File: src/rtl/lfs_pkg.sv
// ---------------------------------------------------------------------------
// lfs_pkg
// types and constants shared by the log line field splitter
// ---------------------------------------------------------------------------
`timescale 1ns / 1ps

package lfs_pkg;

    // input item: one byte of the line
    typedef struct packed {
        logic [7:0] data_byte;
        logic       line_last;
    } in_item_t;

    // result item
    typedef struct packed {
        logic       byte_valid;
        logic [7:0] out_byte;
        logic [4:0] field_index;
        logic       field_end;
        logic       line_end;
    } out_item_t;

    // queue entry: one or two results caused by one input item
    typedef struct packed {
        logic      two;
        out_item_t first;
        out_item_t second;
    } entry_t;

    typedef enum logic [2:0] {
        MODE_SKIP,
        MODE_PLAIN,
        MODE_QUOTE,
        MODE_BRACK,
        MODE_DROP
    } mode_t;

    typedef enum logic [1:0] {
        SEEN_NONE,
        SEEN_DASH,
        SEEN_DATA
    } seen_t;

    localparam logic [7:0] CHAR_SPACE  = 8'h20;
    localparam logic [7:0] CHAR_QUOTE  = 8'h22;
    localparam logic [7:0] CHAR_DASH   = 8'h2D;
    localparam logic [7:0] CHAR_LBRACK = 8'h5B;
    localparam logic [7:0] CHAR_RBRACK = 8'h5D;

    localparam int         FC_W         = 6;
    localparam logic [FC_W-1:0] FC_RESET = 6'd7;
    localparam logic       REG_FIELD_COUNT = 1'b0;

    localparam int QUEUE_DEPTH = 4;
    localparam int QPTR_W      = 2;
    localparam int QCNT_W      = 3;

endpackage

File: src/rtl/lfs_queue.sv
// ---------------------------------------------------------------------------
// lfs_queue
// short fifo of result entries between the parser and the output stage
// ---------------------------------------------------------------------------
`timescale 1ns / 1ps

module lfs_queue
(
    input  logic           clk,
    input  logic           rst_n,
    input  logic           push,
    input  lfs_pkg::entry_t push_entry,
    output logic           full,
    input  logic           pop,
    output logic           empty,
    output lfs_pkg::entry_t head
);

    lfs_pkg::entry_t                  slot_reg [lfs_pkg::QUEUE_DEPTH];
    logic [lfs_pkg::QPTR_W-1:0]       wr_ptr_reg, wr_ptr_next;
    logic [lfs_pkg::QPTR_W-1:0]       rd_ptr_reg, rd_ptr_next;
    logic [lfs_pkg::QCNT_W-1:0]       count_reg, count_next;
    logic                             do_push;
    logic                             do_pop;

    assign full    = (count_reg == lfs_pkg::QCNT_W'(lfs_pkg::QUEUE_DEPTH));
    assign empty   = (count_reg == '0);
    assign head    = slot_reg[rd_ptr_reg];
    assign do_push = push && !full;
    assign do_pop  = pop && !empty;

    // pointer and fill count update
    always_comb
    begin
        wr_ptr_next = do_push ? wr_ptr_reg + 1'b1 : wr_ptr_reg;
        rd_ptr_next = do_pop ? rd_ptr_reg + 1'b1 : rd_ptr_reg;
        count_next  = count_reg;
        if (do_push && !do_pop)
        begin
            count_next = count_reg + 1'b1;
        end
        else if (do_pop && !do_push)
        begin
            count_next = count_reg - 1'b1;
        end
    end

    always_ff @(posedge clk or negedge rst_n)
    begin
        if (!rst_n)
        begin
            wr_ptr_reg <= '0;
            rd_ptr_reg <= '0;
            count_reg  <= '0;
        end
        else
        begin
            wr_ptr_reg <= wr_ptr_next;
            rd_ptr_reg <= rd_ptr_next;
            count_reg  <= count_next;
        end
    end

    // entry storage
    always_ff @(posedge clk)
    begin
        if (do_push)
        begin
            slot_reg[wr_ptr_reg] <= push_entry;
        end
    end

endmodule

File: src/rtl/lfs_front.sv
// ---------------------------------------------------------------------------
// lfs_front
// per-byte parser: classifies each byte and builds its result entry
// ---------------------------------------------------------------------------
`timescale 1ns / 1ps

module lfs_front
#(
    parameter int MAX_FIELDS = 32
)
(
    input  logic                       clk,
    input  logic                       rst_n,
    input  logic                       item_valid,
    output logic                       item_ready,
    input  lfs_pkg::in_item_t          item,
    input  logic [lfs_pkg::FC_W-1:0]   field_count,
    input  logic                       queue_full,
    output logic                       push,
    output lfs_pkg::entry_t            push_entry
);

    localparam int FW = $clog2(MAX_FIELDS + 1);
    localparam int CW = (FW > lfs_pkg::FC_W) ? FW : lfs_pkg::FC_W;

    lfs_pkg::mode_t  mode_reg, mode_next, mode_eff;
    lfs_pkg::seen_t  seen_reg, seen_next, seen_eff;
    logic [FW-1:0]   cf_reg, cf_next;
    logic [CW-1:0]   lim;
    logic [CW-1:0]   cf_ext;
    logic [CW-1:0]   fc_ext;
    logic [CW-1:0]   max_ext;
    logic [7:0]      b;
    logic            last;
    logic [7:0]      term;
    logic            content;
    logic [1:0]      n_res;
    logic            accept;
    logic [4:0]      idx;

    assign item_ready = !queue_full;
    assign accept     = item_valid && item_ready;
    assign b          = item.data_byte;
    assign last       = item.line_last;
    assign idx        = 5'(cf_reg);

    // effective field limit
    assign fc_ext  = CW'(field_count);
    assign max_ext = CW'(MAX_FIELDS);
    assign lim     = (fc_ext > max_ext) ? max_ext : fc_ext;
    assign cf_ext  = CW'(cf_reg);

    // parse step
    always_comb
    begin
        mode_eff = mode_reg;
        if (mode_reg == lfs_pkg::MODE_SKIP && cf_ext >= lim)
        begin
            mode_eff = lfs_pkg::MODE_DROP;
        end
        mode_next  = mode_eff;
        seen_next  = seen_reg;
        seen_eff   = seen_reg;
        cf_next    = cf_reg;
        content    = 1'b0;
        n_res      = 2'd0;
        push_entry = '0;
        term       = lfs_pkg::CHAR_SPACE;

        case (mode_eff)
            lfs_pkg::MODE_SKIP:
            begin
                seen_eff  = lfs_pkg::SEEN_NONE;
                seen_next = lfs_pkg::SEEN_NONE;
                if (b == lfs_pkg::CHAR_SPACE || b == lfs_pkg::CHAR_QUOTE
                    || b == lfs_pkg::CHAR_LBRACK)
                begin
                    if (b == lfs_pkg::CHAR_QUOTE)
                    begin
                        mode_next = lfs_pkg::MODE_QUOTE;
                    end
                    else if (b == lfs_pkg::CHAR_LBRACK)
                    begin
                        mode_next = lfs_pkg::MODE_BRACK;
                    end
                    if (last)
                    begin
                        n_res = 2'd1;
                        push_entry.first = '{1'b0, 8'h00, idx, 1'b1, 1'b1};
                    end
                end
                else
                begin
                    mode_next = lfs_pkg::MODE_PLAIN;
                    content   = 1'b1;
                end
            end
            lfs_pkg::MODE_PLAIN, lfs_pkg::MODE_QUOTE, lfs_pkg::MODE_BRACK:
            begin
                if (mode_eff == lfs_pkg::MODE_QUOTE)
                begin
                    term = lfs_pkg::CHAR_QUOTE;
                end
                else if (mode_eff == lfs_pkg::MODE_BRACK)
                begin
                    term = lfs_pkg::CHAR_RBRACK;
                end
                if (b == term)
                begin
                    n_res = 2'd1;
                    push_entry.first = '{1'b0, 8'h00, idx, 1'b1, last};
                    if (!last)
                    begin
                        cf_next   = cf_reg + FW'(1);
                        seen_next = lfs_pkg::SEEN_NONE;
                        mode_next = ((cf_ext + CW'(1)) >= lim) ? lfs_pkg::MODE_DROP
                                                               : lfs_pkg::MODE_SKIP;
                    end
                end
                else
                begin
                    content = 1'b1;
                end
            end
            default:
            begin
                // dropping the rest of the line
                if (last)
                begin
                    n_res = 2'd1;
                    push_entry.first = '{1'b0, 8'h00, 5'd0, 1'b0, 1'b1};
                end
            end
        endcase

        // content byte of the current field
        if (content)
        begin
            if (seen_eff == lfs_pkg::SEEN_NONE && b == lfs_pkg::CHAR_DASH)
            begin
                seen_next = lfs_pkg::SEEN_DASH;
                if (last)
                begin
                    n_res = 2'd1;
                    push_entry.first = '{1'b0, 8'h00, idx, 1'b1, 1'b1};
                end
            end
            else
            begin
                seen_next = lfs_pkg::SEEN_DATA;
                if (seen_eff == lfs_pkg::SEEN_DASH)
                begin
                    n_res = 2'd2;
                    push_entry.two    = 1'b1;
                    push_entry.first  = '{1'b1, lfs_pkg::CHAR_DASH, idx, 1'b0, 1'b0};
                    push_entry.second = '{1'b1, b, idx, last, last};
                end
                else
                begin
                    n_res = 2'd1;
                    push_entry.first = '{1'b1, b, idx, last, last};
                end
            end
        end

        // line end returns to the start state
        if (last)
        begin
            mode_next = lfs_pkg::MODE_SKIP;
            seen_next = lfs_pkg::SEEN_NONE;
            cf_next   = '0;
        end
    end

    assign push = accept && (n_res != 2'd0);

    always_ff @(posedge clk or negedge rst_n)
    begin
        if (!rst_n)
        begin
            mode_reg <= lfs_pkg::MODE_SKIP;
            seen_reg <= lfs_pkg::SEEN_NONE;
            cf_reg   <= '0;
        end
        else if (accept)
        begin
            mode_reg <= mode_next;
            seen_reg <= seen_next;
            cf_reg   <= cf_next;
        end
    end

endmodule

File: src/rtl/lfs_back.sv
// ---------------------------------------------------------------------------
// lfs_back
// output stage: sends the one or two results of each queue entry
// ---------------------------------------------------------------------------
`timescale 1ns / 1ps

module lfs_back
(
    input  logic               clk,
    input  logic               rst_n,
    input  logic               queue_empty,
    input  lfs_pkg::entry_t    head,
    output logic               pop,
    output logic               res_valid,
    input  logic               res_ready,
    output lfs_pkg::out_item_t res
);

    logic            hold_valid_reg, hold_valid_next;
    logic            phase_reg, phase_next;
    lfs_pkg::entry_t hold_reg;
    logic            fire;
    logic            done;

    assign res_valid = hold_valid_reg;
    assign res       = phase_reg ? hold_reg.second : hold_reg.first;
    assign fire      = res_valid && res_ready;
    assign done      = fire && (phase_reg || !hold_reg.two);
    assign pop       = (!hold_valid_reg || done) && !queue_empty;

    // holding register control
    always_comb
    begin
        hold_valid_next = hold_valid_reg;
        phase_next      = phase_reg;
        if (pop)
        begin
            hold_valid_next = 1'b1;
            phase_next      = 1'b0;
        end
        else if (done)
        begin
            hold_valid_next = 1'b0;
            phase_next      = 1'b0;
        end
        else if (fire)
        begin
            phase_next = 1'b1;
        end
    end

    always_ff @(posedge clk or negedge rst_n)
    begin
        if (!rst_n)
        begin
            hold_valid_reg <= 1'b0;
            phase_reg      <= 1'b0;
        end
        else
        begin
            hold_valid_reg <= hold_valid_next;
            phase_reg      <= phase_next;
        end
    end

    always_ff @(posedge clk)
    begin
        if (pop)
        begin
            hold_reg <= head;
        end
    end

endmodule

File: src/rtl/log_line_field_splitter_core.sv
// ---------------------------------------------------------------------------
// log_line_field_splitter_core
// splits log lines into fields and streams their content bytes
// ---------------------------------------------------------------------------
// usage:
//   item_valid/item_ready/item take one byte of a line per item, with
//   line_last set on the final byte. res_valid/res_ready/res give result
//   items: content bytes tagged with field index, field end and line end.
//   field_count is written through the apb port at address 0; the user must
//   write it only while idle: the block itself does not enforce this.
// throughput: one input item per cycle while the queue is not full; an item
//   causes zero, one or two results, and the output stage sends one result
//   per cycle while res is taken, so two-result items are paced by it.
// path: with nothing queued, a result is written into the queue and then
//   into the output holding register, which drives res.
// stall: a stalled receiver keeps res steady; the four-entry queue absorbs
//   results and item_ready falls only when it is full.
// reset: the parser returns to skipping leading spaces at field 0, the
//   queue empties, and field_count returns to 7.
// ---------------------------------------------------------------------------
`timescale 1ns / 1ps

module log_line_field_splitter_core
#(
    parameter int MAX_FIELDS = 32
)
(
    input  logic               clk,
    input  logic               rst_n,
    input  logic               item_valid,
    output logic               item_ready,
    input  lfs_pkg::in_item_t  item,
    output logic               res_valid,
    input  logic               res_ready,
    output lfs_pkg::out_item_t res,
    input  logic               psel,
    input  logic               penable,
    input  logic               pwrite,
    input  logic [2:0]         paddr,
    input  logic [31:0]        pwdata,
    output logic [31:0]        prdata,
    output logic               pready
);

    logic [lfs_pkg::FC_W-1:0] field_count_reg;
    logic                     cfg_write;
    logic                     queue_full;
    logic                     queue_empty;
    logic                     push;
    logic                     pop;
    lfs_pkg::entry_t          push_entry;
    lfs_pkg::entry_t          head;

    // configuration register
    assign pready    = 1'b1;
    assign cfg_write = psel && penable && pwrite && pready;
    assign prdata    = (paddr[2] == lfs_pkg::REG_FIELD_COUNT)
                       ? {{(32 - lfs_pkg::FC_W){1'b0}}, field_count_reg} : 32'd0;

    always_ff @(posedge clk or negedge rst_n)
    begin
        if (!rst_n)
        begin
            field_count_reg <= lfs_pkg::FC_RESET;
        end
        else if (cfg_write && paddr[2] == lfs_pkg::REG_FIELD_COUNT)
        begin
            field_count_reg <= pwdata[lfs_pkg::FC_W-1:0];
        end
    end

    lfs_front
    #(
        .MAX_FIELDS (MAX_FIELDS)
    )
    u_front
    (
        .clk         (clk),
        .rst_n       (rst_n),
        .item_valid  (item_valid),
        .item_ready  (item_ready),
        .item        (item),
        .field_count (field_count_reg),
        .queue_full  (queue_full),
        .push        (push),
        .push_entry  (push_entry)
    );

    lfs_queue u_queue
    (
        .clk        (clk),
        .rst_n      (rst_n),
        .push       (push),
        .push_entry (push_entry),
        .full       (queue_full),
        .pop        (pop),
        .empty      (queue_empty),
        .head       (head)
    );

    lfs_back u_back
    (
        .clk         (clk),
        .rst_n       (rst_n),
        .queue_empty (queue_empty),
        .head        (head),
        .pop         (pop),
        .res_valid   (res_valid),
        .res_ready   (res_ready),
        .res         (res)
    );

endmodule

File: config.mk
export PLATFORM = sky130hd
export DESIGN_NAME = log_line_field_splitter_core
export DESIGN_NICKNAME = d
export VERILOG_FILES = /design/src/rtl/lfs_pkg.sv /design/src/rtl/lfs_queue.sv /design/src/rtl/lfs_front.sv /design/src/rtl/lfs_back.sv /design/src/rtl/log_line_field_splitter_core.sv
export SDC_FILE = /design/constraint.sdc
export NUM_CORES = 1
export LEC_CHECK = 0
export BUFFER_PORTS_ARGS = -buffer_cell sky130_fd_sc_hd__buf_2
export CAP_MARGIN = 10
export CORE_ASPECT_RATIO = 0.75
export CORE_MARGIN = 5
export CORE_UTILIZATION = 52
export CTS_BUF_LIST = sky130_fd_sc_hd__clkbuf_16
export CTS_CLUSTER_SIZE = 25
export DETAILED_ROUTE_END_ITERATION = 8
export PLACE_DENSITY = 0.76
export SETUP_SLACK_MARGIN = 0.5
export SYNTH_ARGS = -nofsm -noshare
export SYNTH_HDL_FRONTEND = slang
export SYNTH_SLANG_ARGS = --single-unit
export TNS_END_PERCENT = 5
File: constraint.sdc
create_clock -name clk -period 3.9 [get_ports clk]
set_input_delay 0.78 -clock clk [delete_from_list [all_inputs] [get_ports clk]]
set_output_delay 0.78 -clock clk [all_outputs]
set_load 0.01 [all_outputs]
==> summary.md, run 1 <==
| Metric | Value |
|---|---|
| Final wirelength | `between 10 and 15 mm` |
| Post-route ant nets | `0` |
| Commonest non-fill, non-tap cell in the layout | `edfxtp_1` |
| Async set-reset flop share out of synthesis | `14.4%` |
| CP bufs+invs | `2` |
| Worst setup SP type | `primary input` |
| RSZ-0062 raised after global routing | `no` |
| Core area | `15,000 µm²` |
| Instance count on the critical path | `13` |
| Crit path DAT | `~3.6 ns` |
| Post-synth EDFFs | `155` |
| Sequential area share after synthesis | `a little under 70%` |
| Worst Setup End Kind | `flop` |
| Fmax | `0.304 GHz` |
| Chip Width | `roughly 150 µm` |
| Leakage | `3.30 nW` |
| R2r worst-path depth | `15` |
| Slew @ Worst Pin | `0.867 ns` |
| Max FFs per register | `124` |
| Tot GR Track Use | `17.0%` |
| Placement Cell Area | `8350 µm²` |
| Largest net degree at the start of global routing | `34` |
| Number of global-route vias before repair | `4,301` |
| Max-Cap Viols | `0` |
| Wire per inst | `18.9 µm` |
| # IOs | `102` |
| Pre-CTS WS | `0.141 ns` |
| DIE HEIGHT | `117 µm` |
| Final instance area | `8960 µm²` |
| H-tree Lvls | `4` |
| Final Cycle Share | `84.3%` |
| Peak supply drop | `0.416 mV` |
| CTS max path bufs | `2` |
| FP Rows | `39` |
| Sink Count | `181` |
| CP Cell Sequence | `buf_2 > or4b_4 > or4_4 > a221oi_4 > or2_4 > nor2_1 > a21oi_4 > ha_4 > inv_1 > fa_1 > xor2_1 > nor2_1 > xor2_1` |
| Final count of hold timing violations | `0` |
| Root Driver | `clkbuf_16` |
| R2r endpoint | `u_queue.count_reg[2]` |
| Period minus WS final | `3.29 ns` |
| Die area | `17,700 µm²` |
| YS warnings | `0` |
| Critical path fanouts, max | `4` |
| IO buf count | `46` |
| Synth Flop Type | `edfxtp_1` |
| Kind of cell adding the most delay to the critical path | `simple AND/OR/NAND/NOR gates` |
| Status | `completed` |
| Final Worst Setup Slack | `0.611 ns` |
| Initial drt markers | `320` |
| Inserted Clock Buffers | `17` |
| Hold Crit Class | `in -> async` |
| GRT overflow | `0` |
| Final nets | `between 600 and 700` |
| DRC viols | `0` |
| Post-synthesis cell type count | `51` |
| Fin Hold WS | `between 0.3 and 0.4 ns` |
| Antenna Cells | `0` |
| R2R Path Start | `field_count_reg[0]` |
| CP Data Required Time | `4.25 ns` |
| Hold-fix buffer count after cts | `0` |
| Critical setup path kind | `in -> reg` |
| RePlAce Congestion | `0.821` |
| Clock latency at the later pin of the worst-skew pair | `approximately 0.43 ns` |
| Total Neg Setup Slack | `0 ns` |
| Syn_area_per_cell | `16.4 µm²` |
| CTS tree | `done` |
| First-pass GRT wire length | `23.0 mm` |
| Starting Density | `52.4%` |
| Initial antenna violation count | `0` |
| Share of cells above drive strength 1 | `between 20% and 30%` |
| Final Util | `approximately three fifths` |
| Placed cell count | `between 700 and 800` |
| Via/cell ratio | `5.38` |
| Worst reg-to-reg setup slack | `roughly 0.7 ns` |
| Mapped Area | `7870 µm²` |
| Setup Skew | `~0.010 ns` |
| Slew margin rel. | `a little over two fifths` |
| Post-Synthesis Cells | `480` |
| DP HPWL | `9.20 mm` |
| Area Overhead vs Synth | `13.8%` |
| Synth Register Bits | `181` |
| Total power | `6.55 mW` |
| Fin. max-slew vios | `0` |
| PD cells | `between 700 and 800 nW/µm²` |
| DR vias | `4,099` |
| TritonRoute pass-1 iters | `4` |
| Leading cell types in the layout, fill and taps excluded | `edfxtp_1, buf_2, mux4_2, conb_1` |
| Finished Layout Cells | `762` |
| Final setup vio count | `0` |
| Clk slew on worst S/H paths | `0.06 ns` |
| Max stage delay on crit path | `between 0.5 and 0.6 ns` |
| Slowest stage cell, crit path | `or4b_4` |
worst max-delay path by stage:
| stage | end | start |
|---|---|---|
| detailed placement | u_queue.count_reg[2] | item[5] |
| floorplan | u_queue.slot_reg[1][10] | item[5] |
| CTS | u_queue.count_reg[2] | field_count_reg[5] |
| global route | u_queue.count_reg[2] | item[5] |
| finish | u_queue.count_reg[2] | item[5] |
| global placement | u_queue.count_reg[2] | item[5] |
area by class of cell:
class                      count  area [µm²]
fill                        1111        6070
sequential                   181        5310
multi-input combinational    270        2400
clock buffer                  17         425
timing repair buffer          60         385
tap                          205         256
clock inverter                15         126
inverter                      14        52.6
synthesized netlist by cell type, types with 7 or more instances:
cell | number | area, µm²
o21ai_0 | 17 | 85.1
dfrtp_1 | 23 | 576
mux2_2 | 22 | 248
a21oi_1 | 12 | 60.1
clkbuf_1 | 7 | 26.3
and2_1 | 22 | 138
nor2b_1 | 12 | 75.1
ha_1 | 18 | 225
mux4_2 | 31 | 698
nor2_1 | 20 | 75.1
edfxtp_1 | 155 | 4650
buf_4 | 27 | 203
nand2_1 | 22 | 82.6
inv_1 | 13 | 48.8
repair_timing:
item / CTS / global route
setup endpoints to repair: 2 / 2
hold endpoints to repair: 0 / 0
resized for setup: 1 / 5
buffers inserted: 1 / 1
pin swaps: 2 / 1
gates cloned: 0 / 0
cell families (layout without fill, tap and decap cells):
logic type / Yosys count / after routing / share of synthesized area, %
flip-flops: 181 / 181 / 67.5
AND/OR/NAND/NOR: 112 / 112 / 7.79
multiplexers: 54 / 54 / 12.2
buffers and inverters: 54 / 106 / 3.86
AO/OA/AOI/OAI: 48 / 48 / 4.34
adder cells (fa/ha/maj): 19 / 19 / 3.12
XOR/XNOR: 10 / 10 / 1.11
other: 2 / 27 / 0.0954
layer usage:
layer | up-vias | track usage [%] | part of all wire (%)
li1 | 1909 | - | -
met1 | 2060 | 22.2 | 43
met4 | 0 | 5.51 | 1.5
met3 | 21 | 4.70 | 5.5
met5 | - | 0 | 0
met2 | 109 | 28.3 | 50
power by group:
group          leakage [nW]  switching (mW)  internal, mW  total, mW
Clock                 0.269           0.721         0.881       1.60
Combinational          1.28           0.951         0.898       1.85
Sequential             1.75           0.308          2.79       3.10
(Power assumes the default switching activity.)
==> run 2: changes to the inputs <==
- CORE_UTILIZATION: 52 -> 57
- PLACE_DENSITY: 0.76 -> 0.79
- clock period: 3.9 -> 3.2 ns (I/O delays scaled with it)
==> summary.md, run 2 (synthesis results as in run 1) <==
| Metric | Value |
|---|---|
| Status | `completed` |
| Worst reg-to-reg setup slack | `0.07 ns` |
| Chip Width | `around 150 µm` |
| CTS max path bufs | `2` |
| Final nets | `649` |
| Slew margin rel. | `52.2%` |
| Pre-CTS WS | `-0.348 ns` |
| Antenna Cells | `0` |
| Max stage delay on crit path | `0.54 ns` |
| RePlAce Congestion | `0.831` |
| Starting Density | `57.8%` |
| Via/cell ratio | `5.80` |
| Total Neg Setup Slack | `0 ns` |
| R2r worst-path depth | `16` |
| Final Worst Setup Slack | `0.0511 ns` |
| Peak supply drop | `between 0.5 and 0.6 mV` |
| Core area | `13,600 µm²` |
| Met1 Use GR | `26.0%` |
| Grt met2 use | `between 30% and 40%` |
| Final wirelength | `15.9 mm` |
| Initial drt markers | `476` |
| Period minus WS final | `3.15 ns` |
| Root Driver | `clkbuf_16` |
| RSZ-0062 raised after global routing | `yes` |
| IO buf count | `46` |
| H-tree Lvls | `4` |
| Fin. max-slew vios | `0` |
| Initial antenna violation count | `0` |
| TritonRoute pass-1 iters | `5` |
| Inserted Clock Buffers | `17` |
| End of the critical path | `u_queue.count_reg[2]` |
| Area Overhead vs Synth | `20.7%` |
| Area taken by multi-input logic gates | `2570 µm²` |
| Hold Crit Class | `in -> async` |
| Number of global-route vias before repair | `4,594` |
| Final count of hold timing violations | `0` |
| DRC viols | `0` |
| Wire per inst | `20.7 µm` |
| Hold-fix buffer count after cts | `0` |
| GRT overflow | `0` |
| FP Rows | `37` |
| Sink Count | `between 150 and 200` |
| Critical path fanouts, max | `4` |
| Critical path startpoint | `item[5]` |
| Max FFs per register | `124` |
| CTS tree | `done` |
| Fmax | `0.318 GHz` |
| Tot GR Track Use | `19.9%` |
| Total power | `about 8.5 mW` |
| Met3 Use GR | `3.95%` |
| Clk slew on worst S/H paths | `around 0.06 ns` |
| Final Cycle Share | `98.4%` |
| Slew @ Worst Pin | `0.716 ns` |
| Fin Hold WS | `roughly 0.24 ns` |
| Largest net degree at the start of global routing | `34` |
| Leakage | `between 3 and 4 nW` |
| # IOs | `102` |
| Register area | `5310 µm²` |
| R2r endpoint | `u_queue.count_reg[2]` |
| Post-route ant nets | `0` |
| Commonest non-fill, non-tap cell in the layout | `edfxtp_1` |
| First-pass GRT wire length | `24.9 mm` |
| DR vias | `4,450` |
| Final setup vio count | `0` |
| Worst setup SP type | `primary input` |
| Critical setup path kind | `in -> reg` |
| R2R Path Start | `field_count_reg[5]` |
| Clock latency at the later pin of the worst-skew pair | `0.43 ns` |
| Worst Setup End Kind | `flop` |
| CP Data Required Time | `3.55 ns` |
| Most used routing layer in global routing | `met2` |
| PD cells | `895 nW/µm²` |
| Die area | `16,300 µm²` |
| DIE HEIGHT | `112 µm` |
| Leading cell types in the layout, fill and taps excluded | `edfxtp_1, buf_2, buf_4, mux4_2, conb_1` |
| Max-Cap Viols | `0` |
| DP HPWL | `9.65 mm` |
| Crit path DAT | `3.50 ns` |
| Slowest stage cell, crit path | `or4b_4` |
| CP Cell Sequence | `buf_2 > or4b_4 > or4_4 > a221oi_4 > or2_4 > nor2_4 > a21oi_4 > ha_4 > inv_2 > fa_2 > xor2_1 > nor2_1 > xor2_1` |
| Filler cell count | `about 860` |
| Share of cells above drive strength 1 | `41.0%` |
| Setup Skew | `0.00870 ns` |
| Cell mode on critical path | `xor2_1` |
run 2: cell count changes in the layout (fill, tap and decap cells not counted), sizes merged:
cell / delta
bufinv: +2
clkinvlp: -1
clkbuf: +1
clkinv: +3
inv: -4
buf: +34
run 2: how the worst min path moves through the flow:
stage,start,endpoint,slack [ns],cells past startpoint
after floorplan,rst_n,field_count_reg[3],0.34,0
after global placement,u_back.phase_reg,u_back.phase_reg,0.50,2
after detailed placement,u_queue.count_reg[2],u_queue.count_reg[2],0.52,1
after CTS,rst_n,field_count_reg[4],0.24,1
after global routing,rst_n,field_count_reg[4],0.28,1
final,rst_n,u_back.phase_reg,0.24,1
run 2: cell type report:
class                   instances  share of cell area, %
multi-input cells             270                   27.1
repair buffers                 95                   7.76
clock buffers                  17                   4.48
clock inverters                15                   1.87
well taps                     175                   2.31
inverters                      14                  0.580
flip-flops and latches        181                   55.9
run 2: repair_timing:
| action | CTS | global route |
|---|---|---|
| gates resized for setup | 15 | 42 |
| buffers inserted | 6 | 8 |
| setup endpoints to repair | 242 | 226 |
| pin swaps | 10 | 4 |
| gates cloned | 2 | 1 |
run 2: metrics by stage:
stage | instance area [µm²] | cells | util (%)
floorplan | 7990 | 505 | -
finish | 9500 | 767 | 69.8
CTS | 9290 | 758 | 68.3
global route | 9500 | 767 | 69.8
global placement | 8490 | 718 | 62.4
detailed placement | 8490 | 718 | 62.4
run 2: worst max-delay path, delay by kind of cell:
family,cells,cell delay [ns]
buf+inv,2,0.15
xor+xnor,2,0.31
compound gates,2,0.52
fa+ha+maj,2,0.49
simple gates,5,1.36
run 2: power breakdown:
group          switching [mW]  leakage [nW]  internal (mW)
Sequential              0.320          1.75           3.40
Combinational            1.35          1.53           1.31
Clock                   0.890         0.295           1.23
run 2: metal layers:
metal  routed length (µm)  part of all wire, %  vias to the layer above
li1                     -                    -                     1972
met4                  319                  2.0                        0
met5                    0                    0                        -
met3                  962                  6.1                       34
met2                 8180                   52                      171
met1                 6410                   40                     2273
==> run 3: changes to the inputs <==
- PLACE_DENSITY: 0.79 -> 0.78
- SYNTH_HIERARCHICAL: unset -> 1
==> summary.md, run 3 <==
| Metric | Value |
|---|---|
| Wire per inst | `20.9 µm` |
| R2r endpoint | `u_queue/count_reg[2]` |
| Hold-fix buffer count after cts | `0` |
| Top-count cell post-synth | `edfxtp_1` |
| Core area | `14,500 µm²` |
| Period minus WS final | `approximately 3.3 ns` |
| GRT overflow | `0` |
| # IOs | `between 100 and 150` |
| Register area | `5610 µm²` |
| Area fraction in compound gates after synthesis | `~4.7%` |
| Worst setup SP type | `flop` |
| FP Rows | `38` |
| Placed cell count | `742` |
| Via/cell ratio | `5.65` |
| Slew margin rel. | `approximately 40%` |
| R2r worst-path depth | `16` |
| DP HPWL | `around 10 mm` |
| Mapped Area | `about 8500 µm²` |
| Final nets | `639` |
| Leakage | `3.78 nW` |
| Post-synth EDFFs | `165` |
| Sink Count | `191` |
| Peak supply drop | `roughly 0.52 mV` |
| Chip Width | `151 µm` |
| Switching Fraction | `between 20% and 30%` |
| TritonRoute pass-1 iters | `4` |
| Syn_area_per_cell | `~18 µm²` |
| Post-synthesis cell type count | `68` |
| Main combinational cell family by area after synthesis | `multiplexers` |
| Area taken by multi-input logic gates | `between 2000 and 3000 µm²` |
| Logic pwr share | `between 30% and 40%` |
| Filler cell count | `981` |
| Post-Synthesis Cells | `just under 500` |
| Int Pwr | `6.49 mW` |
| Leading cell types in the layout, fill and taps excluded | `edfxtp_1, buf_2, buf_4, mux4_2, conb_1` |
| Finished Layout Cells | `782` |
| Leading area contributor after synthesis | `edfxtp_1` |
| Async set-reset flop share out of synthesis | `13.6%` |
| Synth Area in XOR/XNOR | `1.13%` |
| Failing checks | `setup timing` |
| Final Util | `67.9%` |
| Final count of hold timing violations | `0` |
| Clock latency at the later pin of the worst-skew pair | `approximately 0.43 ns` |
| Adder-cell share of the synthesized area | `2.87%` |
| Mux contribution to synthesized area | `12.5%` |
| RePlAce Congestion | `0.844` |
| Worst reg-to-reg setup slack | `-0.06 ns` |
| Flop pwr share | `43.8%` |
| Setup Skew | `~0.0087 ns` |
| Crit path DAT | `3.61 ns` |
| Worst Setup End Kind | `flop` |
| Clk slew on worst S/H paths | `0.07 ns` |
| Sequential area share after synthesis | `65.7%` |
| Tot GR Track Use | `20.4%` |
| Largest net degree at the start of global routing | `35` |
| IO buf count | `46` |
| Slew @ Worst Pin | `0.899 ns` |
| Final Worst Setup Slack | `-0.0624 ns` |
| Number of global-route vias before repair | `4,644` |
| Post-synth top cells | `edfxtp_1, buf_4, mux4_2` |
| NetSw | `2.76 mW` |
| Fin. max-slew vios | `0` |
| Post-route ant nets | `0` |
| Area contributors post-synth | `edfxtp_1, mux4_2, dfrtp_1, buf_4, ha_1` |
| Antenna Cells | `0` |
| Hold Crit Class | `in -> async` |
| CTS max path bufs | `2` |
| Max-Cap Viols | `0` |
| RSZ-0062 raised after global routing | `yes` |
| Commonest non-fill, non-tap cell in the layout | `edfxtp_1` |
| Initial drt markers | `294` |
| Share of cells above drive strength 1 | `between 30% and 40%` |
| Status | `complete, but fails checks` |
| Simple-Gate Fraction of Synth Area | `7.66%` |
| H-tree Lvls | `4` |
| Synth Flop Type | `edfxtp_1` |
| R2R Path Start | `field_count_reg[0]` |
| Inserted Clock Buffers | `17` |
| PD cells | `937 nW/µm²` |
| Root Driver | `clkbuf_16` |
| Critical path fanouts, max | `4` |
| Final wirelength | `16.3 mm` |
| Area Overhead vs Synth | `15.8%` |
| CTS tree | `done` |
| Yosys top cell area share | `58.1%` |
| Pre-CTS WS | `-0.117 ns` |
| Final Cycle Share | `102%` |
| DIE HEIGHT | `116 µm` |
| Fmax | `0.307 GHz` |
| YS warnings | `6` |
| Starting Density | `about 59%` |
| Max FFs per register | `132` |
| Die area | `around 18,000 µm²` |
| DRC viols | `0` |
| CP Data Required Time | `3.55 ns` |
| Power share of the clock group | `23.4%` |
| First-pass GRT wire length | `26.0 mm` |
| Critical setup path kind | `reg -> reg` |
| Initial antenna violation count | `0` |
| DR vias | `about 4,400` |
| Final setup vio count | `19` |
| Synth Register Bits | `191` |
-- run 3: cell types whose count changed after synthesis, sizes merged, moves of 5 or more --
cell | before | now
buf | 33 | 46
clkbuf | 7 | 2
a21oi | 13 | 5
nor2 | 20 | 10
and2b | 1 | 6
nor2b | 12 | 6
and2 | 23 | 14
o21ai | 17 | 7
edfxtp | 155 | 165
and3 | 1 | 17
-- run 3: repair_timing --
| action | CTS | global route |
|---|---|---|
| cloned | 2 | 0 |
| resized for setup | 20 | 6 |
| setup endpoints to repair | 228 | 233 |
| buffers inserted | 5 | 1 |
| pin swaps | 12 | 5 |
-- run 3: power by group through the flow --
stage	combinational, mW	sequential, mW	clock [mW]
floorplan	2.20	3.89	0
global placement	2.77	4.05	0
detailed placement	2.87	4.10	0
CTS	3.05	4.06	2.20
global route	3.27	4.14	2.33
finish	3.03	4.06	2.16
-- run 3: final cells by class --
class                      count  share of cell area [%]
tap                          200                    2.53
clock inverter                15                    1.84
multi-input combinational    257                    26.9
inverter                      14                   0.532
sequential                   191                    56.8
clock buffer                  17                    4.31
timing repair buffer          88                    7.06
-- run 3: through the flow --
stage | total power [mW] | hold slack (ns) | instance area [µm²] | setup TNS, ns
2_1_floorplan | 6.09 | 0.344 | 8660 | -2.72
3_3_place_gp | 6.82 | 0.460 | 9100 | -0.105
3_5_place_dp | 6.97 | 0.476 | 9100 | -0.202
4_1_cts | 9.30 | 0.243 | 9860 | -0.401
5_1_grt | 9.74 | 0.263 | 9880 | -17.59
6_report | 9.25 | 0.237 | 9880 | -0.770
-- run 3: cell families (layout without fill, tap and decap cells) --
group / count (synthesis) / count (layout)
muxes: 57 / 57
and+or+nand+nor: 99 / 99
adders and majority gates: 19 / 19
buffers and inverters: 62 / 134
xor gates and xnor gates: 11 / 11
other: 2 / 27
AOI/OAI and AO/OA: 44 / 44
DFF: 191 / 191
-- run 3: worst max path at each step --
stage	from	to	slack, ns
final	field_count_reg[0]	u_queue/count_reg[2]	-0.06
after global routing	field_count_reg[0]	u_queue/count_reg[2]	-0.26
after CTS	field_count_reg[1]	u_queue/count_reg[2]	-0.05
after detailed placement	field_count_reg[1]	u_queue/count_reg[2]	-0.12
after global placement	field_count_reg[1]	u_queue/count_reg[2]	-0.07
after floorplan	field_count_reg[1]	u_queue/count_reg[2]	-0.10
-- run 3: per-layer routing --
layer | global-route usage [%] | up-vias | wire [µm]
met4 | 4.41 | 0 | 100
li1 | - | 2002 | -
met1 | 27.9 | 2262 | 6950
met5 | 0 | - | 0
met2 | 32.7 | 151 | 8090
met3 | 6.65 | 6 | 1210
-- run 3: worst max-delay path, stage by stage, from the launching register on --
cell and delay (ns):
dfstp_2 0.53, nor2b_2 0.16, ha_1 0.25, a21boi_1 0.15
o211ai_1 0.16, a32oi_4 0.36, o22ai_2 0.18, a2bb2oi_4 0.17
nand2_1 0.06, nand2_1 0.08, nor2b_4 0.17, ha_4 0.14
inv_2 0.03, fa_2 0.33, xor2_1 0.15, nor2_1 0.13
xor2_1 0.14
